$ cat src/hw/rtl/nrs_pkg.sv
`default_nettype none

package nrs_pkg;

   // operation codes on req_operation
   localparam logic OP_ARM  = 1'b0;
   localparam logic OP_TICK = 1'b1;

   localparam logic [14:0] FULL_Q15     = 15'h7fff;
   localparam logic [15:0] FADE_TOP     = 16'd32766;  // fade for a knob of zero
   localparam logic [7:0]  MIN_PER_RST  = 8'd6;
   localparam int          DIV_STEPS    = 8;          // two quotient bits per step
   localparam int          DIV_CNT_W    = $clog2(DIV_STEPS);

   // controller to datapath
   typedef struct packed {
      logic arm;        // load state from an arm transfer
      logic tick;       // apply one pulse tick
      logic div_start;  // load the divider
      logic div_step;   // advance the divider by two bits
      logic div_done;   // last divider step, commit the step value
      logic publish;    // load the result register
   } cmd_type;

   // datapath to controller
   typedef struct packed {
      logic req_is_tick;
      logic arm_needs_div;
   } status_type;

endpackage

`default_nettype wire

$ cat src/hw/rtl/note_retrigger_scheduler_core.sv
`default_nettype none

// channel  direction  handshake              payload
// req      in         req_valid / req_ready  operation, length/speed/fade knobs, voice_present
// rsp      out        rsp_valid / rsp_ready  strike, strikes_left, start_volume, volume_step
// csr      in         csr_valid / csr_ready  csr_data -> min_period
//
// A tick, or an arm with a zero length, has its result valid in the cycle after
// its transfer. An arm with strikes gets its signed step from a restoring divider
// that resolves two quotient bits per cycle; the result is registered with the
// last step. One item is in work at a time; a new request is taken when idle and
// the result register is empty or being drained. Synchronous reset sets min_period
// to 6 and clears all but the divider and result registers. csr_ready is always high.

module note_retrigger_scheduler_core (
   input  wire                clock,
   input  wire                reset,
   input  wire                req_valid,
   output logic               req_ready,
   input  wire                req_operation,
   input  wire  [7:0]         req_length_knob,
   input  wire  [7:0]         req_speed_knob,
   input  wire  [7:0]         req_fade_knob,
   input  wire                req_voice_present,
   output logic               rsp_valid,
   input  wire                rsp_ready,
   output logic               rsp_strike,
   output logic [2:0]         rsp_strikes_left,
   output logic [14:0]        rsp_start_volume,
   output logic signed [15:0] rsp_volume_step,
   input  wire                csr_valid,
   output logic               csr_ready,
   input  wire  [7:0]         csr_data
);

   nrs_pkg::cmd_type    cmd;
   nrs_pkg::status_type status;

   assign csr_ready = 1'b1;

   nrs_ctrl u_ctrl (
      .clock     (clock),
      .reset     (reset),
      .req_valid (req_valid),
      .req_ready (req_ready),
      .rsp_valid (rsp_valid),
      .rsp_ready (rsp_ready),
      .status    (status),
      .cmd       (cmd)
   );

   nrs_dpath u_dpath (
      .clock             (clock),
      .reset             (reset),
      .cmd               (cmd),
      .status            (status),
      .csr_write         (csr_valid && csr_ready),
      .csr_data          (csr_data),
      .req_operation     (req_operation),
      .req_length_knob   (req_length_knob),
      .req_speed_knob    (req_speed_knob),
      .req_fade_knob     (req_fade_knob),
      .req_voice_present (req_voice_present),
      .rsp_strike        (rsp_strike),
      .rsp_strikes_left  (rsp_strikes_left),
      .rsp_start_volume  (rsp_start_volume),
      .rsp_volume_step   (rsp_volume_step)
   );

endmodule

`default_nettype wire

$ cat src/hw/rtl/nrs_ctrl.sv
`default_nettype none

module nrs_ctrl (
   input  wire                clock,
   input  wire                reset,
   input  wire                req_valid,
   output logic               req_ready,
   output logic               rsp_valid,
   input  wire                rsp_ready,
   input  nrs_pkg::status_type status,
   output nrs_pkg::cmd_type   cmd
);

   typedef enum logic [1:0] {
      ST_IDLE   = 2'b01,
      ST_DIVIDE = 2'b10
   } state_type;

   state_type                       state_ff, state_in;
   logic [nrs_pkg::DIV_CNT_W-1:0]   iter_ff, iter_in;
   logic                            rsp_valid_ff, rsp_valid_in;
   logic                            take;

   // accept only when idle and the result register is free by the same edge
   assign req_ready = (state_ff == ST_IDLE) && (!rsp_valid_ff || rsp_ready);
   assign take      = req_valid && req_ready;
   assign rsp_valid = rsp_valid_ff;

   // sequence one item
   always_comb begin
      state_in = state_ff;
      iter_in  = iter_ff;
      cmd      = '0;
      case (state_ff)
         ST_IDLE: begin
            if (take) begin
               if (status.req_is_tick) begin
                  cmd.tick    = 1'b1;
                  cmd.publish = 1'b1;
               end else begin
                  cmd.arm = 1'b1;
                  if (status.arm_needs_div) begin
                     cmd.div_start = 1'b1;
                     iter_in       = '0;
                     state_in      = ST_DIVIDE;
                  end else begin
                     cmd.publish = 1'b1;
                  end
               end
            end
         end
         ST_DIVIDE: begin
            cmd.div_step = 1'b1;
            iter_in      = iter_ff + 1'b1;
            if (iter_ff == nrs_pkg::DIV_CNT_W'(nrs_pkg::DIV_STEPS - 1)) begin
               cmd.div_done = 1'b1;
               cmd.publish  = 1'b1;
               state_in     = ST_IDLE;
            end
         end
         default: begin
            state_in = ST_IDLE;
         end
      endcase
   end

   // hold the result until its transfer
   always_comb begin
      if (cmd.publish) begin
         rsp_valid_in = 1'b1;
      end else if (rsp_ready) begin
         rsp_valid_in = 1'b0;
      end else begin
         rsp_valid_in = rsp_valid_ff;
      end
   end

   always_ff @(posedge clock) begin
      if (reset) begin
         state_ff     <= ST_IDLE;
         iter_ff      <= '0;
         rsp_valid_ff <= 1'b0;
      end else begin
         state_ff     <= state_in;
         iter_ff      <= iter_in;
         rsp_valid_ff <= rsp_valid_in;
      end
   end

endmodule

`default_nettype wire

$ cat src/hw/rtl/nrs_dpath.sv
`default_nettype none

module nrs_dpath (
   input  wire                clock,
   input  wire                reset,
   input  nrs_pkg::cmd_type   cmd,
   output nrs_pkg::status_type status,
   input  wire                csr_write,
   input  wire  [7:0]         csr_data,
   input  wire                req_operation,
   input  wire  [7:0]         req_length_knob,
   input  wire  [7:0]         req_speed_knob,
   input  wire  [7:0]         req_fade_knob,
   input  wire                req_voice_present,
   output logic               rsp_strike,
   output logic [2:0]         rsp_strikes_left,
   output logic [14:0]        rsp_start_volume,
   output logic signed [15:0] rsp_volume_step
);

   logic [7:0]  min_period_ff;
   logic [2:0]  count_ff, count_in;
   logic [7:0]  countdown_ff, countdown_in;
   logic [14:0] volume_ff, volume_in;
   logic [15:0] step_ff, step_in;
   logic        fire;

   logic [15:0] quot_ff, quot_in;
   logic [2:0]  rem_ff, rem_in;
   logic        sign_ff;

   logic [4:0]  speed_per;
   logic [7:0]  period;
   logic [15:0] fade;
   logic [15:0] fade_mag;
   logic [7:0]  cd_dec;
   logic [3:0]  r1, r2;
   logic        ge1, ge2;
   logic [2:0]  r1s;

   assign status.req_is_tick   = (req_operation == nrs_pkg::OP_TICK);
   assign status.arm_needs_div = (req_length_knob[7:5] != 3'd0);

   // period from the speed knob, floored at the configured minimum
   assign speed_per = {req_speed_knob[7:5], 2'b00};
   assign period    = ({3'b000, speed_per} < min_period_ff) ? min_period_ff
                                                            : {3'b000, speed_per};

   // fade = 32766 - 256 * knob, negative when the knob's top bit is set
   assign fade     = nrs_pkg::FADE_TOP - {req_fade_knob, 8'h00};
   assign fade_mag = req_fade_knob[7] ? 16'(~fade + 16'd1) : fade;

   assign cd_dec = (countdown_ff != 8'd0) ? countdown_ff - 8'd1 : 8'd0;

   // two restoring divide steps per cycle against the strike count
   assign r1  = {rem_ff, quot_ff[15]};
   assign ge1 = (r1 >= {1'b0, count_ff});
   assign r1s = ge1 ? 3'(r1 - {1'b0, count_ff}) : r1[2:0];
   assign r2  = {r1s, quot_ff[14]};
   assign ge2 = (r2 >= {1'b0, count_ff});

   always_comb begin
      quot_in = quot_ff;
      rem_in  = rem_ff;
      if (cmd.div_start) begin
         quot_in = fade_mag;
         rem_in  = 3'd0;
      end else if (cmd.div_step) begin
         quot_in = {quot_ff[13:0], ge1, ge2};
         rem_in  = ge2 ? 3'(r2 - {1'b0, count_ff}) : r2[2:0];
      end
   end

   // next scheduler state
   always_comb begin
      count_in     = count_ff;
      countdown_in = countdown_ff;
      volume_in    = volume_ff;
      step_in      = step_ff;
      fire         = 1'b0;
      if (cmd.arm) begin
         count_in     = req_length_knob[7:5];
         countdown_in = period;
         if (req_length_knob[7:5] == 3'd0) begin
            volume_in = nrs_pkg::FULL_Q15;
            step_in   = 16'd0;
         end else if (!req_fade_knob[7]) begin
            volume_in = {req_fade_knob[6:0], 8'h01};
         end else begin
            volume_in = nrs_pkg::FULL_Q15;
         end
      end
      if (cmd.tick && count_ff != 3'd0 && req_voice_present) begin
         countdown_in = cd_dec;
         if (cd_dec == 8'd0) begin
            fire         = 1'b1;
            count_in     = count_ff - 3'd1;
            countdown_in = period;
         end
      end
      if (cmd.div_done) begin
         step_in = sign_ff ? 16'(~quot_in + 16'd1) : quot_in;
      end
   end

   always_ff @(posedge clock) begin
      if (reset) begin
         min_period_ff <= nrs_pkg::MIN_PER_RST;
         count_ff      <= '0;
         countdown_ff  <= '0;
         volume_ff     <= '0;
         step_ff       <= '0;
      end else begin
         if (csr_write) begin
            min_period_ff <= csr_data;
         end
         count_ff     <= count_in;
         countdown_ff <= countdown_in;
         volume_ff    <= volume_in;
         step_ff      <= step_in;
      end
   end

   // divider and result registers
   always_ff @(posedge clock) begin
      quot_ff <= quot_in;
      rem_ff  <= rem_in;
      if (cmd.div_start) begin
         sign_ff <= req_fade_knob[7];
      end
      if (cmd.publish) begin
         rsp_strike       <= fire;
         rsp_strikes_left <= count_in;
         rsp_start_volume <= volume_in;
         rsp_volume_step  <= step_in;
      end
   end

endmodule

`default_nettype wire
$ cat config.mk
export PLATFORM = sky130hd
export DESIGN_NAME = note_retrigger_scheduler_core
export DESIGN_NICKNAME = d
export VERILOG_FILES = /design/src/hw/rtl/nrs_pkg.sv /design/src/hw/rtl/note_retrigger_scheduler_core.sv /design/src/hw/rtl/nrs_ctrl.sv /design/src/hw/rtl/nrs_dpath.sv
export SDC_FILE = /design/constraint.sdc
export NUM_CORES = 1
export LEC_CHECK = 0
export CAP_MARGIN = 40
export CORE_MARGIN = 2
export CORE_UTILIZATION = 35
export DETAILED_ROUTE_END_ITERATION = 10
export DONT_BUFFER_PORTS = 1
export MAX_ROUTING_LAYER = met4
export PLACE_DENSITY = 0.6
export RECOVER_POWER = 100
export SLEW_MARGIN = 5
export SYNTH_ARGS = -nofsm -noshare
export SYNTH_HDL_FRONTEND = slang
export SYNTH_SLANG_ARGS = --single-unit
$ cat constraint.sdc
create_clock -name clock -period 4.3 [get_ports clock]
set_input_delay 0.43 -clock clock [delete_from_list [all_inputs] [get_ports clock]]
set_output_delay 0.43 -clock clock [all_outputs]
set_load 0.01 [all_outputs]
======== Yosys cells after proc, flatten, opt, wreduce, memory -nomap -nowiden ========
Index checks and enable logic that the tools add are counted.
W data, S select, Z words.
word-level totals
  flip-flop bits (word level) ............. 111
  bits in latches ......................... 0
  memory bits (writable) .................. 0
  ROM bits ................................ 0
  bits of input ports ..................... 39
  output and inout port bits .............. 38
  word-level logic and storage cells ...... 95
  memories kept ........................... 0
cells by class
  $add $sub $neg .......................... 8
  $mul .................................... 0
  divide/modulo/power cells ............... 0
  magnitude comparators ................... 3
  equality and inequality tests ........... 7
  shift operators ......................... 0
  multiplexer cells ....................... 44
  bitwise gates (word level) .............. 2
  reduce and logical (&&, ||, !) cells .... 16
operator list
  operator                  number
  $mux W16                  7
  $mux W15                  3
  $mux W8                   5
  $add A16 B1 Y16 const B   2
  $not A16 Y16              2
  $mux W3                   10
  $sub A15 B16 Y16 const A  1
  $mux W2                   6
  $mux W1                   10
  $ge A4 B3 Y1              2
  $logic_not A8 Y1          1
  $lt A5 B8 Y1              1
  $reduce_and A4 Y1         2
  $reduce_bool A8 Y1        1
  $sub A8 B1 Y8 const B     1
  $pmux W3 S2               1
  $reduce_bool A2 Y1        3
  $reduce_bool A3 Y1        2
  $sub A3 B3 Y3             2
  $logic_and A1 B1 Y1       4
  $ne A2 B1 Y1 const B      2
  $ne A2 B2 Y1 const B      2
  $pmux W2 S2               1
  $add A3 B1 Y3 const B     1
  8 further kinds           8

======== Longest topological paths before layout ========
  depth in word-level cells ............... 11
  gate-level depth with buffers ........... 19
  gate-level depth less buffers ........... 19

======== Cells and area by module ========
Synthesis repeated with hierarchy kept, for this count alone.
unflattened totals
  cell total of the unflattened synthesis .. 564
  area total of the unflattened synthesis .. 5693.0 um^2
modules (own cells, without submodules)
  module                         instances  cells an instance  area each (um^2)  sequential area each (um^2)
  nrs_dpath                      1          509                5243.8            2462.4
  nrs_ctrl                       1          53                 437.9             120.1
  note_retrigger_scheduler_core  1          2                  11.3              0.0

======== Worst setup path before layout ========
OpenSTA, ideal clock, no wires.
  path type ............................... register to register
  start ................................... reg u_dpath.count_ff[0]
  end ..................................... reg u_dpath.rsp_volume_step[14], data pin
  setup time .............................. 266 ps
  data arrival time ....................... 3574 ps
  data required time ...................... 4034 ps
  setup slack ............................. 460 ps
  cell stages (with the launch flop) ...... 18
  buffers on the path ..................... 0
  clock period less this slack ............ 3840 ps
  cells stage by stage .................... dfxtp_1 > ha_1 > inv_1 > fa_1 > a21o_1 > a21oi_1 > mux2_2 > ha_1 > a21oi_1 > o211a_1 > nor2_1 > inv_1 > ha_1 > o2111ai_1 > a2bb2oi_1 > o41ai_1 > xor2_1 > o21ai_0
between the ends
  cells in the longest elaborated chain, start to end .. 9
  elaborated cells on any way between the ends .. 10
  those cells by class .................... add/sub: 2; order compare: 2; mux: 5; bitwise: 1
RTL lines
  what                                           RTL line                          text
  start, declared                                nrs_dpath.sv:22                   logic [2:0] count_ff, count_in;
  start signal, assigned                         nrs_dpath.sv:117                  count_ff <= count_in;
  $ge A4 B3 Y1 or $sub A3 B3 Y3 (tied branches)  nrs_dpath.sv:57, nrs_dpath.sv:58
  $mux W3                                        nrs_dpath.sv:58                   assign r1s = ge1 ? 3'(r1 - {1'b0, count_ff}) : r1[2:0];
  $ge A4 B3 Y1 *                                 nrs_dpath.sv:60                   assign ge2 = (r2 >= {1'b0, count_ff});
  $mux W16 *                                     nrs_dpath.sv:68                   end else if (cmd.div_step) begin
  $mux W16 *                                     nrs_dpath.sv:65                   if (cmd.div_start) begin
  net u_dpath.quot_in[0]                         nrs_dpath.sv:28                   logic [15:0] quot_ff, quot_in;
  $not A16 Y16 *                                 nrs_dpath.sv:102                  step_in = sign_ff ? 16'(~quot_in + 16'd1) : quot_in;
  $add A16 B1 Y16 *                              nrs_dpath.sv:102
  $mux W16 *                                     nrs_dpath.sv:102
  $mux W16 *                                     nrs_dpath.sv:101                  if (cmd.div_done) begin
  net u_dpath.step_in[14]                        nrs_dpath.sv:25                   logic [15:0] step_ff, step_in;
  end signal, assigned                           nrs_dpath.sv:135                  rsp_volume_step <= step_in;
  end, declared                                  nrs_dpath.sv:18                   output logic signed [15:0] rsp_volume_step
The timed path passes the listed nets; every way through them passes the cells marked *.
A chain may end at the register's enable or synchronous reset.

======== Worst setup path after layout ========
  start ................................... reg u_dpath.quot_ff[15]
  end ..................................... reg u_dpath.rsp_volume_step[12], data pin
between the ends
  cells in the longest elaborated chain, start to end .. 9
  elaborated cells on any way between the ends .. 10
  those cells by class .................... add/sub: 2; order compare: 2; mux: 5; bitwise: 1
RTL lines
  what                                           RTL line                          text
  start, declared                                nrs_dpath.sv:28
  start signal, assigned                         nrs_dpath.sv:126                  quot_ff <= quot_in;
  $ge A4 B3 Y1 or $sub A3 B3 Y3 (tied branches)  nrs_dpath.sv:57, nrs_dpath.sv:58
  $mux W3 *                                      nrs_dpath.sv:58
  $ge A4 B3 Y1 *                                 nrs_dpath.sv:60
  $mux W16 *                                     nrs_dpath.sv:68
  $mux W16 *                                     nrs_dpath.sv:65
  net u_dpath.quot_in[0]                         nrs_dpath.sv:28
  $not A16 Y16 *                                 nrs_dpath.sv:102
  $add A16 B1 Y16 *                              nrs_dpath.sv:102
  $mux W16 *                                     nrs_dpath.sv:102
  $mux W16 *                                     nrs_dpath.sv:101
  net u_dpath.step_in[12]                        nrs_dpath.sv:25
Marked as above.

==> results by group <==
Run status
  – Status: finished, violations left
  – Failing checks: capacitance limit, slew limit

Pwr
  – PD cells: 434 nW/µm²
  – Net Sw Power: 0.000841 W
  – P_leak: 2.39 nW
  – Clock share of power: 0.313
  – Int Pwr: 0.00186 W
  – Sw frac: 0.312
  – Sequential Power Share: 0.480
  – Logic pwr share: 0.207
  – Maximum vdd drop: 0.216 mV

Timing
  – Fin. Hold Viols: 0
  – # setup viols final: 0
  – Tcrit/Tclk final: 0.956
  – Final slew viol count: 13
  – Fmax: 0.243 GHz
  – Fin Clk Skew: 0.00678 ns
  – Relative slew slack: -0.0274
  – Worst Tran Pin Value: 1.54 ns
  – Setup tns final: 0 ns
  – Tmin final: 4.11 ns

Final layout
  – Non-Filler Instances: 817
  – ANT cells: 0
  – P&R area growth vs syn: 8.90%
  – Layout cells sized above 1: 0.0749
  – Fill cells: 1616
  – Nets: 661

Global route
  – Global-route wire length before repair: 22500 µm
  – Vias in the first global route: 4270
  – Pin count of the biggest net entering global routing: 36
  – GRT overflow: 0
  – Tot GR Track Use: 0.169
  – Initial antenna violation count: 0

Floorplan
  – Die width: 132 µm
  – Core ar.: 15900 µm²
  – Starting Density: 0.358
  – Die H: 132 µm
  – Die Area: 17400 µm²
  – Ports: 77
  – Row count: 46

Clock tree
  – CTS buffer count: 9
  – Clk Latency, worst-skew pair: 0.36 ns
  – Clock-pin transition on the worst setup and hold timing paths: 0.07 ns
  – H-tree levels: 3
  – Hold-fix buffers at CTS: 0
  – Clock Sinks: 111
  – Root Driver: clkbuf_16
  – CTS max path bufs: 2
  – CTS tree: done

Synthesis
  – Ranking of synthesized cells by area: dfxtp_1 (26%), edfxtp_1 (19%), mux2i_1 (6.0%)
  – Post-synthesis compound-gate area fraction: 0.167
  – Post-synthesis async set-or-reset flop share: 0
  – Seq/Total Area, Yosys: 0.452
  – Post-synthesis mux area share: 0.0714
  – Average size of a mapped cell: 9.53 µm²
  – Syn_nets: 664
  – Mapped Cells: 599
  – Flops & latches, synth: 111
  – Main combinational cell family by area after synthesis: simple AND/OR/NAND/NOR gates
  – Yosys warning count: 0
  – Synth Area in Simple Gates: 0.183
  – Post-synthesis adder-cell area fraction: 0.0596
  – XOR/XNOR share of the synthesized area: 0.0138
  – Yosys top cell by area: dfxtp_1
  – Post-synthesis cell area: 5710 µm²
  – Synth top area share: 0.263
  – Synth cell types: 70
  – Primary FF master, synth: dfxtp_1
  – Post-synth EDFFs: 36

Critical path
  – Crit start category: flop
  – Worst flop-to-flop path startpoint: u_dpath.quot_ff[15]$_DFF_P_
  – CP required: 4.40 ns
  – CP Cell Sequence: inv_1, ha_1, inv_1, fa_1, a21o_1, a21oi_1, mux2_2, ha_1, a21oi_1, o211a_1, nor2_1, inv_1, ha_1, o2111ai_1, a2bb2oi_1, nor3_1, mux2i_1, nand3_1
  – CP Max Fanout: 6
  – CP max-delay cell: a2bb2oi_1
  – Worst Setup SP: u_dpath.quot_ff[15]$_DFF_P_
  – CP peak stage delay: 0.48 ns
  – CP endpoint kind: flop
  – Data arrival time of the critical path: 4.21 ns
  – Critical path class: flop to flop

Placement
  – Detailed Place HPWL: 10200 µm
  – RePlAce Congestion: 0.910
  – DP Cell Count: 801
  – PortBufs: 0

Run
  – MaxCap Viol Count: 1

Detailed routing
  – Per-cell routed wire length: 17.1 µm
  – Vias: 4494
  – Drt first pass iters: 5
  – Routed WL: 13900 µm
  – DRT iter0 DRCs: 349
  – Number of remaining DRC errors: 0
  – DR vias/cell: 5.50
  – Post-DRT Antenna Nets: 0

Min path
  – Hold crit path type: input pin to flop
  – Hold path start: reset
==> cells in the mapped netlist (3+ instances only) <==
master,number
ha_1,24
nor4_2,3
o31ai_1,4
nor2_1,69
mux2_2,6
nand4_1,3
buf_2,5
a21oi_1,31
buf_6,4
nand2_1,36
clkbuf_1,15
nand4b_1,3
a21o_1,5
a211o_1,3
a22oi_1,4
edfxtp_1,36
nor3b_1,5
a22o_1,8
o211ai_1,11
or3_1,6
nand3_1,14
dfxtp_1,75
mux2i_1,34
inv_1,33
o21ai_1,5
xnor2_1,5
a31oi_1,14
a211oi_1,5
nand2b_1,3
and2_1,18
o21a_1,4
nor2b_1,5
xor2_1,4
a222oi_1,3
and3_1,3
o21ai_0,20
o22ai_1,8
nor3_1,19
==> sequential cells by signal, summed over array words and instances, names as in the netlist <==
name	flops
u_dpath.volume_ff	15
u_dpath.sign_ff	1
u_dpath.rsp_strike	1
u_dpath.rsp_start_volume	15
u_dpath.min_period_ff	8
u_dpath.rsp_volume_step	16
u_dpath.step_ff	16
u_ctrl.state_ff	2
u_ctrl.iter_ff	3
u_dpath.rsp_strikes_left	3
u_ctrl.rsp_valid	1
u_dpath.quot_ff	16
u_dpath.count_ff	3
u_dpath.rem_ff	3
u_dpath.countdown_ff	8
==> layout make-up <==
cell class,instances,area (µm²),area share
Tap cell,216,270,0.0435
Timing Repair Buffer,15,96.3,0.0155
Clock buffer,11,264,0.0425
Inverter,36,148,0.0237
Multi-Input combinational cell,423,2820,0.454
Clock inverter,5,35.0,0.00563
Sequential cell,111,2580,0.415
==> layer usage <==
metal  GRT usage  wire length, µm  part of all wire  vias to the layer above
met3      0.0392              638             0.046                       17
met2       0.259             6450              0.46                      115
met1       0.219             6610              0.47                     2182
met5           -                0                 0                        -
met4      0.0580              237             0.017                        0
li1            -                -                 -                     2180
==> path summary, 6_finish.rpt <==
path,slack (ns),depth (start not counted),endpoint
setup reg to reg,0.19,18,u_dpath.rsp_volume_step[12]$_DFFE_PP_
hold reg to reg,0.46,2,u_ctrl.iter_ff[1]$_SDFFE_PP0P_
setup / recovery,0.19,18,u_dpath.rsp_volume_step[12]$_DFFE_PP_
hold / removal,0.13,1,u_dpath.countdown_ff[7]$_SDFFE_PP0P_
==> power groups by stage <==
stage               Combinational, W  Sequential [W]  Clock, W
global placement            0.000550         0.00132         0
CTS                         0.000564         0.00129  0.000858
floorplan                   0.000443         0.00129         0
detailed placement          0.000560         0.00132         0
finish                      0.000559         0.00129  0.000843
global route                0.000627         0.00131  0.000905
==> logic make-up after synthesis <==
kind of cell	Yosys count
buffers and inverters	65
xor gates and xnor gates	9
adders and majority gates	26
and+or+nand+nor	204
DFF	111
AOI/OAI and AO/OA	143
muxes	40
other	1
==> placed cells by master, fill, tap and decap left out, drive strengths merged, types with 8 or more instances in the layout <==
cell | netlist | layout
dfxtp | 75 | 75
nor2 | 69 | 69
nand2 | 37 | 37
inv | 34 | 37
edfxtp | 36 | 36
mux2i | 34 | 34
a21oi | 32 | 32
o21ai | 25 | 25
ha | 24 | 24
nor3 | 20 | 20
and2 | 18 | 18
clkbuf | 16 | 16
a31oi | 14 | 14
nand3 | 14 | 14
o211ai | 11 | 11
buf | 13 | 10
o22ai | 8 | 8
a22o | 8 | 8
==> through the flow <==
step	hold WS [ns]	utilization	power, W	setup WS (ns)	area [µm²]
after floorplan	0.425	-	0.00173	0.460	5710
after global placement	0.436	0.373	0.00187	0.324	5950
after detailed placement	0.451	0.373	0.00187	0.289	5950
after CTS	0.120	0.392	0.00271	0.235	6250
after global routing	0.112	0.390	0.00284	-0.0204	6220
final	0.132	0.390	0.00270	0.188	6220
==> critical path: cells and delay by family (launching register included) <==
kind	cells	cell delay, ns
adder cells (fa/ha/maj)	4	1.08
AO/OA/AOI/OAI	6	1.22
flip-flops	1	0.32
buffers and inverters	3	0.22
multiplexers	2	0.62
AND/OR/NAND/NOR	3	0.37
==> what timing repair did <==
action,in CTS,in global routing
resized for setup,0,1
setup buffers,0,0
setup endpoints to repair,0,2
No activity file was read; power rests on OpenSTA's default activity.
